## src/rtl/bfra_ram.sv

```systemverilog
module bfra_ram #(
    parameter int Width = 8,
    parameter int Depth = 16
) (
    input  logic                     aclk,
    input  logic                     we,
    input  logic [$clog2(Depth)-1:0] waddr,
    input  logic [Width-1:0]         wdata,
    input  logic [$clog2(Depth)-1:0] raddr,
    output logic [Width-1:0]         rdata
);

    logic [Width-1:0] mem [Depth];

    always_ff @(posedge aclk) begin
        if (we) begin
            mem[waddr] <= wdata;
        end
        rdata <= mem[raddr];
    end

endmodule

```

## config.mk

```make
export PLATFORM = sky130hd
export DESIGN_NAME = bfra_ram
export DESIGN_NICKNAME = d
export VERILOG_FILES = /design/src/rtl/bfra_ram.sv
export SDC_FILE = /design/constraint.sdc
export NUM_CORES = 1
export LEC_CHECK = 0
export BUFFER_PORTS_ARGS = -buffer_cell sky130_fd_sc_hd__buf_2
export CAP_MARGIN = 20
export CORE_ASPECT_RATIO = 0.9
export CORE_MARGIN = 2
export CORE_UTILIZATION = 43
export DETAILED_ROUTE_END_ITERATION = 10
export GPL_ROUTABILITY_DRIVEN = 0
export GPL_TIMING_DRIVEN = 0
export HOLD_SLACK_MARGIN = 0.12
export PLACE_DENSITY_LB_ADDON = 0.15
export SLEW_MARGIN = 0
export SYNTH_ARGS = -nofsm -noshare
export SYNTH_HDL_FRONTEND = slang
export SYNTH_SLANG_ARGS = --single-unit
```

## constraint.sdc

```tcl
create_clock -name aclk -period 1.85 [get_ports aclk]
set_input_delay 0.37 -clock aclk [delete_from_list [all_inputs] [get_ports aclk]]
set_output_delay 0.37 -clock aclk [all_outputs]
set_load 0.02 [all_outputs]
```

# Word-level counts from Yosys, hierarchy flattened
# Memories as Yosys holds them, arrays and structs flattened. A register that Yosys moved wholly into a read port is not among the register bits.
# Cells that the tools add are included.
[totals]
n_memories = 1
out_inout_bits = 8
ram_bits = 128
elab_cells = 3
regBits = 0
[memory_table]
columns = ["memory", "words", "word_bits", "read_ports", "rd_clocked_by_memory_dff", "wr", "line", "rtl"]
rows = [
  ["mem", 16, 8, 1, 1, 1, "13", "logic [Width-1:0] mem [Depth];"],
]
[op_classes]
muxes = 2
[op_table]
columns = ["op", "n"]
rows = [
  ["two-way mux 1 bit", 2],
]

# Logic depth before layout (Yosys ltp)
# Gate-level depths: netlist of the first run.
[logic_depth]
depth_word = 2
mapped_depth = 5
depth_no_buf = 3

# Worst setup path after synthesis of the first run
# Ideal clock, no wire load.
[synth_path]
kind = "in2reg"
from = "input waddr[2]"
to = "memory mem[0][0], enable pin"
cell_stages = 2
path_buffers = 0
setup_slack_ns = -0.013
arrival_time_ns = 1.480
cell_sequence = "or3b_2 -> nor3_1"
[synth_lines]
columns = ["item", "line", "rtl"]
rows = [
  ["start, declared", "7", "input logic [$clog2(Depth)-1:0] waddr,"],
  ["end, declared", "13", ""],
]
# No word-level cell before the write port.

# Worst setup path in the final report of the first run
[layout_path]
from = "input waddr[2]"
to = "memory mem[2][5], enable pin"
# No word-level cell before the write port.

==> metrics.cfg, run 1 <==
[placement]
place_area_um2 = 5490
io_buffers = 24
dpl.hpwl_mm = 6.33

[worst_setup_path]
cp-end-kind = flop
crit_type = in2reg
cp.arrival_ns = 1.67
startpoint_type = input pin
crit_fanout = 8
required_ns = 1.89

[floorplan]
die_w_um = 119
coreArea_um2 = 11600
dieArea_um2 = 12900
fp.dieH_um = 108
initial_utilization_pct = 44.5
pin_count = 26
rows = 37

[layout]
finalCoreUtilization_pct = 52.9
fillers = 922
drive_above_1_share_pct = 30.6
stdcell_area_um2 = 6120
antenna_cells = 0
final_nets = 293
syn_to_final_growth_pct = 18.9

[synthesis]
ys_seq_area_share_pct = 77.8
synth_cells = 229
synth_ff_type = edfxtp_1
syn-cell-area_um2 = 5150
yosysWarnings = 0
synth.most_common_cell = edfxtp_1
synth.distinct_cells = 19
ys_ff_latch = 136
synth_commonest_cells = edfxtp_1 (128), mux4_2 (18), a22oi_1 (16)
netlist.area_leader.share_pct = 74.7
synth_edf_count = 128
yosys.area.top_type = edfxtp_1
synth.avg_cell_area_um2 = 22.5
synthTopCellsByArea = edfxtp_1 (75%), mux4_2 (7.9%), mux4_1 (7.1%)
syn-num-nets = 247
async_flop_share_pct = 0

[routing]
drt-initial-drc-count = 138
vias_per_cell = 5.31
ant_nets = 0
routedWlPerCell_um = 22.4
drc = 0
vias = 2357
wl_mm = 9.95
drt_first_pass_iters = 4

[sta]
setup_viol = 0
hold_ws_ns = 0.363
period_minus_slack_ns = 1.64
finalSetupTns_ns = 0
tightest_slew_ns = 0.812
rsz0062_at_grt = false
finalMaxSlewViolations = 0
fin_crit_sh_pct = 88.4
slew_headroom_pct = 45.6
hold_viol = 0
fin_skew_ns = 0.00683
clock.fmax_mhz = 611

[clock_network]
clockBufferDepth = 2
path_clk_slew_ns = 0.05
cts_setup_buffers = 0
clock-root-buffer = clkbuf_16
htreeDepth = 4
cts_tree = built
clk_latency_ns = 0.41
cts_made_buffers = 17
clock-sinks = 136
hold_buffers = 0
ctsResizeCount = 0

[global_route]
grt_max_degree = 17
antenna_found_initial = 0
overflow = 0
grt_pass1_vias = 2488
grt_usage_pct = 17.0
grt_pass1_wl_mm = 14.9

[power]
p_per_area_nw_per_um2 = 1200
power.total_mw = 7.34
irDropWorstVdd_mv = 0.824
p_leak_nw = 2.05

[job]
maxCapViolations = 0

[outcome]
status = finished, final reports clean

[hold_path]
min_path_type = in2reg

[state kept, by name (all words and copies together), names as in the netlist]
| register | count |
|---|---|
| mem | 128 |
| rdata | 8 |
[report_power, final]
part / internal (mW) / switching (mW) / leakage (nW) / total (mW)
clock network: 2.32 / 1.21 / 0.298 / 3.53
registers: 3.45 / 0.0146 / 1.22 / 3.46
logic: 0.138 / 0.215 / 0.532 / 0.353
total: 5.90 / 1.44 / 2.05 / 7.34
[area by class of cell]
class                      instances  area (um^2)  area share (%)
sequential                       136         4000            65.4
multi-input combinational         83         1060            17.4
clock buffer                      20          457            7.46
tap                              156          195            3.19
clock inverter                    12          174            2.84
timing repair buffer              27          140            2.29
buffer                            10         86.3            1.41
[worst paths after layout]
kind	start	end	slack (ns)	cells past startpoint
max	waddr[2]	mem[2][5]$_DFFE_PP_	0.21	3
min reg2reg	mem[10][0]$_DFFE_PP_	rdata[0]$_DFF_P_	0.69	3
max reg2reg	mem[5][0]$_DFFE_PP_	rdata[0]$_DFF_P_	0.45	3
min	wdata[6]	mem[6][6]$_DFFE_PP_	0.36	1
[per-stage QoR]
step,worst slack (ns),std cells
after floorplan,0.214,229
after global placement,-0.355,409
after detailed placement,-0.245,412
after CTS,0.211,444
after global routing,0.142,444
final,0.214,444
[logic make-up (layout without fill, tap and decap cells)]
kind of cell | Yosys count | count (layout) | synth area share, %
multiplexers | 32 | 32 | 15.0
flip-flops | 136 | 136 | 77.8
AND/OR/NAND/NOR | 35 | 35 | 3.18
buffers and inverters | 10 | 69 | 1.68
AO/OA/AOI/OAI | 16 | 16 | 2.33
[metal layers]
layer	global-route usage [%]	up-vias	routed length, um
met5	0	-	0
met4	6.55	0	111
met3	5.35	12	481
met2	26.6	53	4890
met1	22.7	1223	4470
li1	-	1069	-
[worst max-delay path, cell delays in order]
cell and delay (ns):
buf_2 0.12, or3b_2 0.55, nor2_1 0.63
[cells in the final DEF (no fill, tap or decap), types with 2 or more instances in the layout]
master,count
nand2_1,9
buf_2,28
clkinvlp_4,4
nor2_1,13
nor3_1,3
dfxtp_1,8
clkdlybuf4s25_2,3
edfxtp_1,128
clkinv_2,3
bufinv_16,4
mux4_1,14
nand3b_1,2
a22oi_1,16
nand2b_1,2
buf_4,3
clkbuf_8,2
mux4_2,18
clkbuf_16,17
buf_6,3
Note: power is estimated with default switching activity, not from simulation.
==> inputs of run 2 (changes only) <==
--- a/config.mk
+++ b/config.mk
@@ -7,6 +7,8 @@
 export LEC_CHECK = 0
 export BUFFER_PORTS_ARGS = -buffer_cell sky130_fd_sc_hd__buf_2
 export CAP_MARGIN = 20
+export CELL_PAD_IN_SITES_DETAIL_PLACEMENT = 1
+export CELL_PAD_IN_SITES_GLOBAL_PLACEMENT = 1
 export CORE_ASPECT_RATIO = 0.9
 export CORE_MARGIN = 2
 export CORE_UTILIZATION = 43
==> run 2 against run 1 <==
Effect of this change: setup slack lost 0.096 ns; hold slack worse by 0.0019 ns; critical path type unchanged; total power decreased by 0.15%; combinational power rose by 2%; non-clock buffer count did not move; sequential cell count did not move; clock-buffer cell count grew 1.
==> metrics.cfg, run 2 (same netlist as run 1, synthesis figures left out) <==
[placement]
io_buffers = 24  ; unchanged
dpl.hpwl_mm = 6.81  ; was 6.33 mm
dp_slack_ns = -0.286  ; was -0.245 ns
placed_cells = 412  ; unchanged

[routing]
vias = 2412  ; was 2357
ant_nets = 0  ; unchanged
drc = 0  ; unchanged
routedWlPerCell_um = 24.6  ; was 22.4 um
vias_per_cell = 5.43  ; was 5.31
drt-initial-drc-count = 177  ; was 138
wl_mm = 10.9  ; was 9.95 mm
drt_first_pass_iters = 5  ; was 4

[global_route]
grt_pass1_wl_mm = 16.2  ; was 14.9 mm
grt_max_degree = 17  ; unchanged
overflow = 0  ; unchanged
antenna_found_initial = 0  ; unchanged
grt_usage_pct = 18.5  ; was 17.0%
grt_pass1_vias = 2628  ; was 2488

[power]
irDropWorstVdd_mv = 0.653  ; was 0.824 mV
p_leak_nw = 2.05  ; about the same
p_per_area_nw_per_um2 = 1200  ; about the same
power.total_mw = 7.33  ; was 7.34 mW

[floorplan]
coreArea_um2 = 11600  ; unchanged
fp.dieH_um = 108  ; unchanged
rows = 37  ; unchanged
initial_utilization_pct = 44.5  ; unchanged
dieArea_um2 = 12900  ; unchanged
pin_count = 26  ; unchanged
die_w_um = 119  ; unchanged

[layout]
multi_input_area_um2 = 1060  ; unchanged
reg.largest.list = mem x128, rdata x8  ; unchanged
most-common-layout-cells = edfxtp_1 (128), buf_2 (28), mux4_2 (18), clkbuf_16 (17), a22oi_1 (16)  ; unchanged
stdcell_count = 444  ; unchanged
largest_register_ffs = 128  ; unchanged
fillers = 1036  ; was 922
final_nets = 293  ; unchanged
top_register = mem  ; unchanged
drive_above_1_share_pct = 29.5  ; was 30.6%
antenna_cells = 0  ; unchanged
regArea_um2 = 4000  ; unchanged
final_common_cell = edfxtp_1  ; unchanged
syn_to_final_growth_pct = 18.5  ; was 18.9%

[sta]
tightest_slew_ns = 0.922  ; was 0.812 ns
period_minus_slack_ns = 1.73  ; was 1.64 ns
slew_headroom_pct = 38.3  ; was 45.6%
fin_ws_ns = 0.118  ; was 0.214 ns
fin_crit_sh_pct = 93.6  ; was 88.4%
fin_skew_ns = 0.00672  ; was 0.00683 ns
hold_viol = 0  ; unchanged
rsz0062_at_grt = false  ; unchanged
clock.fmax_mhz = 577  ; was 611 MHz
finalMaxSlewViolations = 0  ; unchanged
setup_viol = 0  ; unchanged

[hold_path]
worstHoldStart = wdata[5]  ; was wdata[6]
min_path_type = in2reg  ; unchanged
worstHoldPathCells = 1  ; unchanged
hold_end = mem[15][5]$_DFFE_PP_  ; was mem[6][6]$_DFFE_PP_

[worst_setup_path]
required_ns = 1.88  ; was 1.89 ns
startpoint_type = input pin  ; unchanged
cp-end-kind = flop  ; unchanged
r2r-start = mem[5][0]$_DFFE_PP_  ; unchanged
cp.arrival_ns = 1.76  ; was 1.67 ns
crit_fanout = 8  ; unchanged
crit_type = in2reg  ; unchanged
worstReg2RegEnd = rdata[0]$_DFF_P_  ; unchanged
r2r.worst_path.cells = 3  ; unchanged
rrSetupSlack_ns = 0.45  ; about the same

[clock_network]
cts_setup_buffers = 0  ; unchanged
clock-sinks = 136  ; unchanged
clock-root-buffer = clkbuf_16  ; unchanged
cts_tree = built  ; unchanged
ctsResizeCount = 0  ; unchanged
clk_latency_ns = 0.41  ; about the same
cts_made_buffers = 17  ; unchanged
hold_buffers = 0  ; unchanged
htreeDepth = 4  ; unchanged
path_clk_slew_ns = 0.06  ; was 0.05 ns
clockBufferDepth = 2  ; unchanged

[job]
maxCapViolations = 0  ; unchanged

[outcome]
status = finished, final reports clean  ; unchanged

## run 2: cell count changes in the layout (fill, tap and decap cells not counted), sizes merged
cell and delta:
inv +2, clkbuf +1, clkinvlp -3
## run 2: worst max-delay path, cell delays in order
cell and delay, ns:
buf_2 0.11, or3b_2 0.55, nor2_1 0.73
## run 2: report_power, final
part,internal (mW),total (mW),switching [mW]
logic,0.138,0.361,0.223
registers,3.45,3.46,0.0178
clock network,2.26,3.51,1.24
## run 2: layout make-up
cell class              instances  area share (%)
clock inverters                11            2.83
plain buffers                  10            1.42
repair buffers                 27            2.30
well taps                     156            3.20
clock buffers                  21            7.22
flip-flops and latches        136            65.6
multi-input cells              83            17.4
## run 2: routing by layer
layer / up-vias / global-route usage (%) / share of wire, %
met5: - / 0 / 0
li1: 1065 / - / -
met3: 15 / 4.50 / 4.5
met4: 0 / 8.15 / 1.8
met2: 66 / 28.7 / 47
met1: 1266 / 25.3 / 47
## run 2: worst max path at each step
stage,startpoint,to,slack [ns],depth (start not counted)
final,waddr[2],mem[2][7]$_DFFE_PP_,0.12,3
after detailed placement,waddr[2],mem[2][0]$_DFFE_PP_,-0.29,3
after global placement,waddr[2],mem[8][3]$_DFFE_PP_,-0.38,3
after global routing,waddr[2],mem[2][1]$_DFFE_PP_,0.05,3
after CTS,waddr[2],mem[2][2]$_DFFE_PP_,0.15,3
after floorplan,waddr[2],mem[3][0]$_DFFE_PP_,0.21,2
## run 2: through the flow
stage          util [%]  hold slack (ns)  area, um^2  setup TNS (ns)
2_1_floorplan         -            0.469        5150               0
3_3_place_gp       47.2            0.666        5470          -13.38
3_5_place_dp       47.4            0.677        5490           -7.86
4_1_cts            52.7            0.347        6100               0
5_1_grt            52.7            0.359        6100               0
6_report           52.7            0.361        6100               0
