$ cat src/rtl/bfra_pkg.sv
package bfra_pkg;

    localparam int MaxRegions   = 64;
    localparam int PoolAddrBits = 24;
    localparam int IdxW         = $clog2(MaxRegions);
    localparam int CntW         = $clog2(MaxRegions + 1);
    localparam int LenW         = PoolAddrBits + 1;
    localparam int GrowW        = 11;
    localparam int EntW         = PoolAddrBits + LenW + 1;
    localparam logic [LenW-1:0] PoolLimit = LenW'(1) << PoolAddrBits;
    localparam logic [LenW-1:0] CapReset  = LenW'(4096);
    localparam logic [GrowW-1:0] GrowReset = GrowW'(512);
    localparam logic [GrowW-1:0] GrowMin   = GrowW'(257);

    localparam logic [2:0] StOk       = 3'd0;
    localparam logic [2:0] StZero     = 3'd1;
    localparam logic [2:0] StFull     = 3'd2;
    localparam logic [2:0] StOverflow = 3'd3;
    localparam logic [2:0] StBadFree  = 3'd4;

    localparam logic CmdAlloc = 1'b0;
    localparam logic CmdFree  = 1'b1;

    localparam logic CfgCapacity = 1'b0;
    localparam logic CfgGrowth   = 1'b1;

    typedef struct packed {
        logic [PoolAddrBits-1:0] start;
        logic [LenW-1:0]         len;
        logic                    free;
    } entry_t;

    typedef struct packed {
        logic            we;
        logic [IdxW-1:0] waddr;
        entry_t          wdata;
        logic [IdxW-1:0] raddr;
    } mem_req_t;

endpackage

$ cat src/rtl/bfra_grow.sv
import bfra_pkg::*;
module bfra_grow (
    input  logic             aclk,
    input  logic             aresetn,
    input  logic             start,
    input  logic [LenW-1:0]  cap_in,
    input  logic [GrowW-1:0] growth,
    output logic             done,
    output logic [LenW-1:0]  cap_out
);

    logic [LenW+GrowW-1:0] prod_reg, prod_next;
    logic                  busy_reg;
    logic [LenW-1:0]       cap_reg;
    logic [GrowW-1:0]      g;
    logic [LenW+GrowW-1:0] shifted;

    assign g       = (growth < GrowMin) ? GrowMin : growth;
    assign prod_next = (LenW+GrowW)'(cap_in) * (LenW+GrowW)'(g);
    assign shifted = prod_reg >> 8;

    always_ff @(posedge aclk) begin
        if (!aresetn) begin
            busy_reg <= 1'b0;
        end else begin
            busy_reg <= start;
        end
        prod_reg <= prod_next;
        cap_reg  <= cap_in;
    end

    assign done = busy_reg;
    always_comb begin
        if (shifted > (LenW+GrowW)'(PoolLimit)) begin
            cap_out = PoolLimit + LenW'(1);
        end else if (shifted[LenW-1:0] <= cap_reg) begin
            cap_out = cap_reg + LenW'(1);
        end else begin
            cap_out = shifted[LenW-1:0];
        end
    end

endmodule

$ cat config.mk
export PLATFORM = sky130hd
export DESIGN_NAME = bfra_grow
export DESIGN_NICKNAME = d
export VERILOG_FILES = /design/src/rtl/bfra_pkg.sv /design/src/rtl/bfra_grow.sv
export SDC_FILE = /design/constraint.sdc
export NUM_CORES = 1
export LEC_CHECK = 0
export ABC_CLOCK_PERIOD_IN_PS = 7400
export BUFFER_PORTS_ARGS = -buffer_cell sky130_fd_sc_hd__buf_2
export CORE_ASPECT_RATIO = 1.2
export CORE_MARGIN = 4
export CORE_UTILIZATION = 40
export CTS_CLUSTER_DIAMETER = 120
export CTS_CLUSTER_SIZE = 14
export DETAILED_ROUTE_END_ITERATION = 10
export PLACE_DENSITY_LB_ADDON = 0.1
export SLEW_MARGIN = 10
export SYNTH_ARGS = -nofsm -noshare
export SYNTH_HDL_FRONTEND = slang
export SYNTH_SLANG_ARGS = --single-unit
$ cat constraint.sdc
create_clock -name aclk -period 7.4 [get_ports aclk]
set_input_delay 0.74 -clock aclk [delete_from_list [all_inputs] [get_ports aclk]]
set_output_delay 0.74 -clock aclk [all_outputs]
set_load 0.005 [all_outputs]
### Word level (Yosys, flattened, before mapping)

Index checks and enable logic that the tools add are counted.

* add/sub/neg operators: 1
* multiply operators: 1
* muxes and demuxes: 3
* $lt $le $gt $ge: 3

Operator list (number)
* 25-bit 2-to-1 mux: 2
* 25-bit by 11-bit multiplier with 36-bit output: 1
* 28-bit by 25-bit greater-than comparator with 1-bit output (second input constant): 1
* 25-bit by 1-bit adder with 25-bit output (second input constant): 1
* 25-bit <= comparator: 1
* 11-bit by 9-bit less-than comparator with 1-bit output (second input constant): 1
* 11-bit 2-to-1 mux: 1

* output and inout port bits: 26
* register bits after elaboration: 62
* word-level logic and storage cells: 11

### Depth between registers and ports, before layout

Gate-level depths: netlist of run 1.

* depth in word-level cells: 3
* depth in mapped cells: 28

### Worst setup path after synthesis of run 1

Ideal clock, no wire load.

* kind: in2reg
* from: input growth[10]
* to: register prod_reg[35]
* setup slack: 842 ps
* data arrival time: 6432 ps
* setup time: 125 ps
* cell stages on the path: 25
* cell sequence: buf_2 nor2_1 nand2_1 clkbuf_1 and2_1 clkbuf_1 clkbuf_1 nand2_1 fa_1 inv_1 fa_1 fa_1 fa_1 inv_1 fa_1 inv_1 ha_1 o21ai_0 a21oi_1 a221oi_1 o22ai_1 a21oi_4 nor2_1 a2111oi_4 xnor2_1

* cells in the longest elaborated chain, start to end: 3

Ends and longest elaborated chain
* start: declaration: RTL line bfra_grow.sv:7 `input logic [GrowW-1:0] growth,`
* 11-bit by 9-bit less-than comparator with 1-bit output: RTL line bfra_grow.sv:18 `assign g = (growth < GrowMin) ? GrowMin : growth;`
* 11-bit 2-to-1 mux *: RTL line bfra_grow.sv:18
* 25-bit by 11-bit multiplier with 36-bit output *: RTL line bfra_grow.sv:19 `assign prod_next = (LenW+GrowW)'(cap_in) * (LenW+GrowW)'(g);`
* net prod_next[35]: RTL line bfra_grow.sv:12 `logic [LenW+GrowW-1:0] prod_reg, prod_next;`
* end signal: assignment: RTL line bfra_grow.sv:28 `prod_reg <= prod_next;`
* end: declaration: RTL line bfra_grow.sv:12

The timed path passes the listed nets; every way through them passes the cells marked *.
A chain may end at the register's enable or synchronous reset.

### Worst setup path in the final report of run 1

* from: input growth[2]
* to: register prod_reg[35]

Same word-level chain as after synthesis.

==> results of run 1 <==
layout by cell type (no fill, tap or decap), types with 22 or more instances in the layout:
master	instances
a21oi_1	24
and2_1	84
and3_1	36
buf_2	64
buf_4	55
dfxtp_1	54
fa_1	205
ha_1	97
inv_1	249
nand2_1	195
o211a_1	22
or3_1	25
xnor2_1	44
logic make-up (layout without fill, tap and decap cells):
| group | count (synthesis) | in the layout |
|---|---|---|
| fa+ha+maj | 302 | 302 |
| mux | 1 | 1 |
| simple gates | 413 | 413 |
| xor+xnor | 51 | 51 |
| flops | 54 | 54 |
| other cells | 0 | 1 |
| compound gates | 118 | 118 |
| buf+inv | 314 | 381 |
layout make-up:
class	count	area share
diodes	1	0.000205
repair buffers	124	0.0683
inverters	249	0.0766
clock buffers	7	0.0117
clock inverters	1	0.000410
flip-flops and latches	54	0.0886
multi-input cells	885	0.719
well taps	340	0.0349
stage by stage:
| stage | hold WS (ns) | setup WS [ns] |
|---|---|---|
| global placement | 0.944 | 0.330 |
| detailed placement | 0.946 | 0.240 |
| global route | 0.654 | 0.158 |
| floorplan | 0.768 | 0.842 |
| finish | 0.648 | 0.560 |
| CTS | 0.643 | 0.554 |
routing by layer:
layer / up-vias / share of wire / global-route usage
met4: 0 / 0.022 / 0.0518
met1: 4225 / 0.45 / 0.269
li1: 4004 / - / -
met5: - / 0 / 0
met3: 43 / 0.043 / 0.0176
met2: 206 / 0.48 / 0.352
report_power, final:
part           switching [uW]  total (uW)  internal, uW
Clock                    93.6         228           134
Combinational            2500        4790          2290
Sequential               97.2         544           447
worst max-delay path by stage:
stage / from / to / slack [ns] / cells after the start
floorplan: growth[10] / prod_reg[35] / 0.84 / 25
global placement: growth[2] / prod_reg[35] / 0.33 / 26
detailed placement: growth[2] / prod_reg[35] / 0.24 / 26
CTS: growth[2] / prod_reg[35] / 0.55 / 26
global route: growth[2] / prod_reg[35] / 0.16 / 26
finish: growth[2] / prod_reg[35] / 0.56 / 26
==> metrics.txt, run 1 <==
HP Start=start; leakage dissipation=~0.0064 uW; Final Max Tran Viols=0; delay-heaviest family, CP=adder cells; Post-Syn Area per Cell=8.82 um^2; Peak VDD IR=about 0.00033 V; port bufs=64; design area=about 0.012 mm^2; sequential cell area=0.00108 mm^2; Avg Vias per Cell=between 5 and 6; initial antenna violation count=2; Post-Syn Area=approximately 0.011 mm^2; Worst Setup Start Kind=primary input; dpl hpwl=roughly 25000 um; Synth Area in Simple Gates=0.184; WP buf/inv=6; initial cell density of the core=0.407; worst-path maximum fanout=13; CTS max path bufs=2; min cycle time layout=slightly below 7 ns; full die area=a little over 0.03 mm^2; final hold violations=0; slowest CP cell=fa_1; critical path's largest stage delay=0.54 ns; gp weighted congestion=0.830; TritonRoute pass-1 iters=5; remaining global-route overflow=0; Initial DRC Count=411; # rows=66; cell taking the most area after synthesis=fa_1; Clock Tree Root=clkbuf_16; final setup violating endpoints=0; Fmax achieved=~0.15 GHz; Ys Warns=0; RSZ-0062 raised after global routing=no; total core area=0.0272 mm^2; Final Util=0.449; Yosys reg bits=54; Min-Delay Path Class=primary input to flip-flop; Synth Area in Adders=0.481; Netlist cell types=59; pwr dens=between 400 and 500 mW/mm^2; clock transition at the registers of the reported paths=approximately 0.06 ns; register area share after synthesis=0.0978; dpl cell area=0.0121 mm^2; Hold Path Sink=done; share of the synthesized area in the top cell type=0.371; all-layer global routing usage=0.201; Overall Power=about 5600 uW; P&R area growth vs syn=10.5%; Remaining DRCs=0; Die X=160 um; first-pass GRT wire length=approximately 49000 um; syn_nets=around 1600; status=finished, final reports clean; I/O pins=65; Synth area leaders=fa_1 37%, ha_1 11%, dfxtp_1 9.8%, inv_1 8.5%, nand2_1 6.6%; WL per Instance=roughly 18 um; CTS sink cnt=between 50 and 60; Setup CP Type=primary input to flip-flop; complex-gate fraction of the synthesized area=0.0874; post-CTS resize count=0; main combinational cell family by area after synthesis=adder cells; DR vias=roughly 8500; Post-synth EDFFs=0; hold path depth=2; period utilization=0.924; asr flop ratio synth=0; TritonCTS buffer count=5; area of the multi-input gates=between 0.008 and 0.009 mm^2; Synth Flop Type=dfxtp_1; Layout Cells excl Fill=around 1700; Post-CTS Hold Buffers=0; filler cell count=between 2000 and 3000; Synth Area in XOR/XNOR=0.0404; max-cap violations=0; Rel. slew slack=0.478; Least-Margin Pin Slew=just under 0.8 ns; CP required=roughly 7.6 ns; Largest register FFs=28; Die Ht=approximately 190 um; Setup Fix Bufs, Post-CTS=0; CTS tree=built; Commonest cells post-synth=249 x inv_1, 205 x fa_1, 195 x nand2_1, 97 x ha_1, 84 x and2_1; placed insts=around 1700; Gate Count Post-Synth=around 1300; Worst Setup End Kind=flip-flop; CTS H-tree lvls=2; layout cells sized above 1=0.112; setup TNS=0 ns; largest net degree at the start of global routing=28; mux cell area share after synthesis=0.000906; via count of the first global-routing pass=between 9000 and 10000; final WL=roughly 30000 um; WP data arrival=7.02 ns; CP most frequent cell=fa_1; Routed Antenna Nets=0; NumNets Final=between 1500 and 2000; cell with the most instances after synthesis=inv_1
(Power assumes the default switching activity.)
==> run 2, diff against run 1 <==
--- a/config.mk
+++ b/config.mk
@@ -9,9 +9,8 @@
 export BUFFER_PORTS_ARGS = -buffer_cell sky130_fd_sc_hd__buf_2
 export CORE_ASPECT_RATIO = 1.2
 export CORE_MARGIN = 4
-export CORE_UTILIZATION = 40
+export CORE_UTILIZATION = 64
 export CTS_CLUSTER_DIAMETER = 120
-export CTS_CLUSTER_SIZE = 14
 export DETAILED_ROUTE_END_ITERATION = 10
 export PLACE_DENSITY_LB_ADDON = 0.1
 export SLEW_MARGIN = 10
==> metrics.txt, run 2 (same netlist as run 1, synthesis figures left out) <==
# rows=52 (-21%); Worst Setup End Kind=flip-flop; full die area=0.0194 mm^2 (-36%); area of the multi-input gates=0.00878 mm^2 (unchanged); TritonCTS buffer count=5 (unchanged); Rel. slew slack=0.492 (+0.0137); total core area=0.0169 mm^2 (-38%); Fmax achieved=0.143 GHz (-2.3%); Least-Margin Pin Slew=0.762 ns (-0.0206 ns); Avg Vias per Cell=5.71 (+12%); most frequent cells in the layout=249 x inv_1, 205 x fa_1, 195 x nand2_1, 97 x ha_1, 84 x and2_1; largest net degree at the start of global routing=28 (unchanged); layout cells sized above 1=0.0830 (-0.0291); Initial DRC Count=480 (+17%); Die Ht=152 um (-20%); initial cell density of the core=0.653 (+0.246); Post-CTS Hold Buffers=0 (unchanged); gp weighted congestion=0.897 (+8.1%); hold path depth=2 (unchanged); min cycle time layout=7.00 ns (+0.162 ns); Min-Delay Path Class=primary input to flip-flop; via count of the first global-routing pass=9149 (+0.077%); CP required=7.58 ns (about the same); Clock Tree Root=clkbuf_16; dpl ws=0.161 ns (-0.0789 ns); CTS H-tree lvls=2 (unchanged); Setup Fix Bufs, Post-CTS=0 (unchanged); leakage dissipation=0.00614 uW (-3.6%); Die X=128 um (-20%); # diodes=0 (-1); WP data arrival=7.18 ns (+0.16 ns); RSZ-0062 raised after global routing=no; Remaining DRCs=0 (unchanged); worst-path maximum fanout=23 (+10); Setup CP Type=primary input to flip-flop; remaining global-route overflow=0 (unchanged); DR vias=8525 (+0.55%); sequential cell area=0.00108 mm^2 (unchanged); first-pass GRT wire length=45500 um (-6.4%); max-cap violations=0 (unchanged); port bufs=64 (unchanged); setup ws final=0.398 ns (-0.162 ns); P&R area growth vs syn=5.62%; Final Max Tran Viols=0 (unchanged); I/O pins=65 (unchanged); NumNets Final=1617 (-2.6%); filler cell count=1437 (-47%); all-layer global routing usage=0.293 (+0.0918); TritonRoute pass-1 iters=5 (unchanged); setup TNS=0 ns (unchanged); period utilization=0.946 (+0.0218); Worst Setup Start Kind=primary input; final WL=27200 um (-8.6%); dpl hpwl=22300 um (-9.8%); Peak VDD IR=0.000268 V (-19%); pwr dens=428 mW/mm^2 (-6.1%); CTS sink cnt=54 (unchanged); post-CTS resize count=0 (unchanged); most common cell after layout, fill and taps aside=inv_1; status=finished, final reports clean; final setup violating endpoints=0 (unchanged); initial antenna violation count=0 (-2); WL per Instance=18.2 um (+1.7%); CTS tree=built; CTS max path bufs=2 (unchanged); clock transition at the registers of the reported paths=0.07 ns (about the same); Largest register FFs=28 (unchanged); Routed Antenna Nets=0 (unchanged); final hold violations=0 (unchanged)
[run 2: worst max-delay path: stages]
cell	delay [ns]
buf_2	0.12
nor4_1	0.45
nand2_1	0.12
o21ai_0	0.17
nand2_1	0.11
buf_4	0.20
and2_1	0.16
buf_4	0.22
nand2_1	0.13
fa_1	0.45
fa_1	0.52
inv_1	0.05
fa_1	0.46
fa_1	0.55
inv_1	0.05
fa_1	0.53
inv_1	0.05
ha_1	0.35
a211oi_1	0.23
o21ai_0	0.16
a221oi_1	0.31
buf_4	0.19
o22ai_1	0.10
a21oi_4	0.19
nor2_1	0.10
a2111oi_4	0.34
xnor2_1	0.10
[run 2: final timing paths]
path / from / endpoint / slack, ns
worst max-delay path: growth[2] / prod_reg[35] / 0.40
worst min-delay path: start / done / 0.65
[run 2: stage by stage]
step | area (um^2) | total power, uW | util | instances | hold slack [ns]
floorplan | 11000 | 3810 | - | 1253 | 0.768
global placement | 11500 | 4650 | 0.681 | 1485 | 0.945
detailed placement | 11500 | 4740 | 0.681 | 1485 | 0.944
CTS | 11700 | 5010 | 0.690 | 1493 | 0.643
global route | 11700 | 5660 | 0.690 | 1493 | 0.661
finish | 11700 | 5000 | 0.690 | 1493 | 0.647
[run 2: per-layer routing]
layer,routed length [um],global-route usage,part of all wire
met3,1830,0.0302,0.067
met1,11200,0.403,0.41
met2,13100,0.479,0.48
met5,0,0,0
met4,1080,0.110,0.040
[run 2: layout make-up]
cell class                      count  share of cell area
Timing Repair Buffer               81              0.0384
Tap cell                          216              0.0232
Inverter                          249              0.0801
Clock buffer                        6              0.0119
Sequential cell                    54              0.0926
Clock inverter                      2             0.00139
Multi-Input combinational cell    885               0.752
[run 2: where the power goes]
group          internal, uW  total (uW)  switching [uW]
clock network           136         237             101
logic                  1820        4220            2390
registers               446         539            93.0
total                  2410        5000            2590
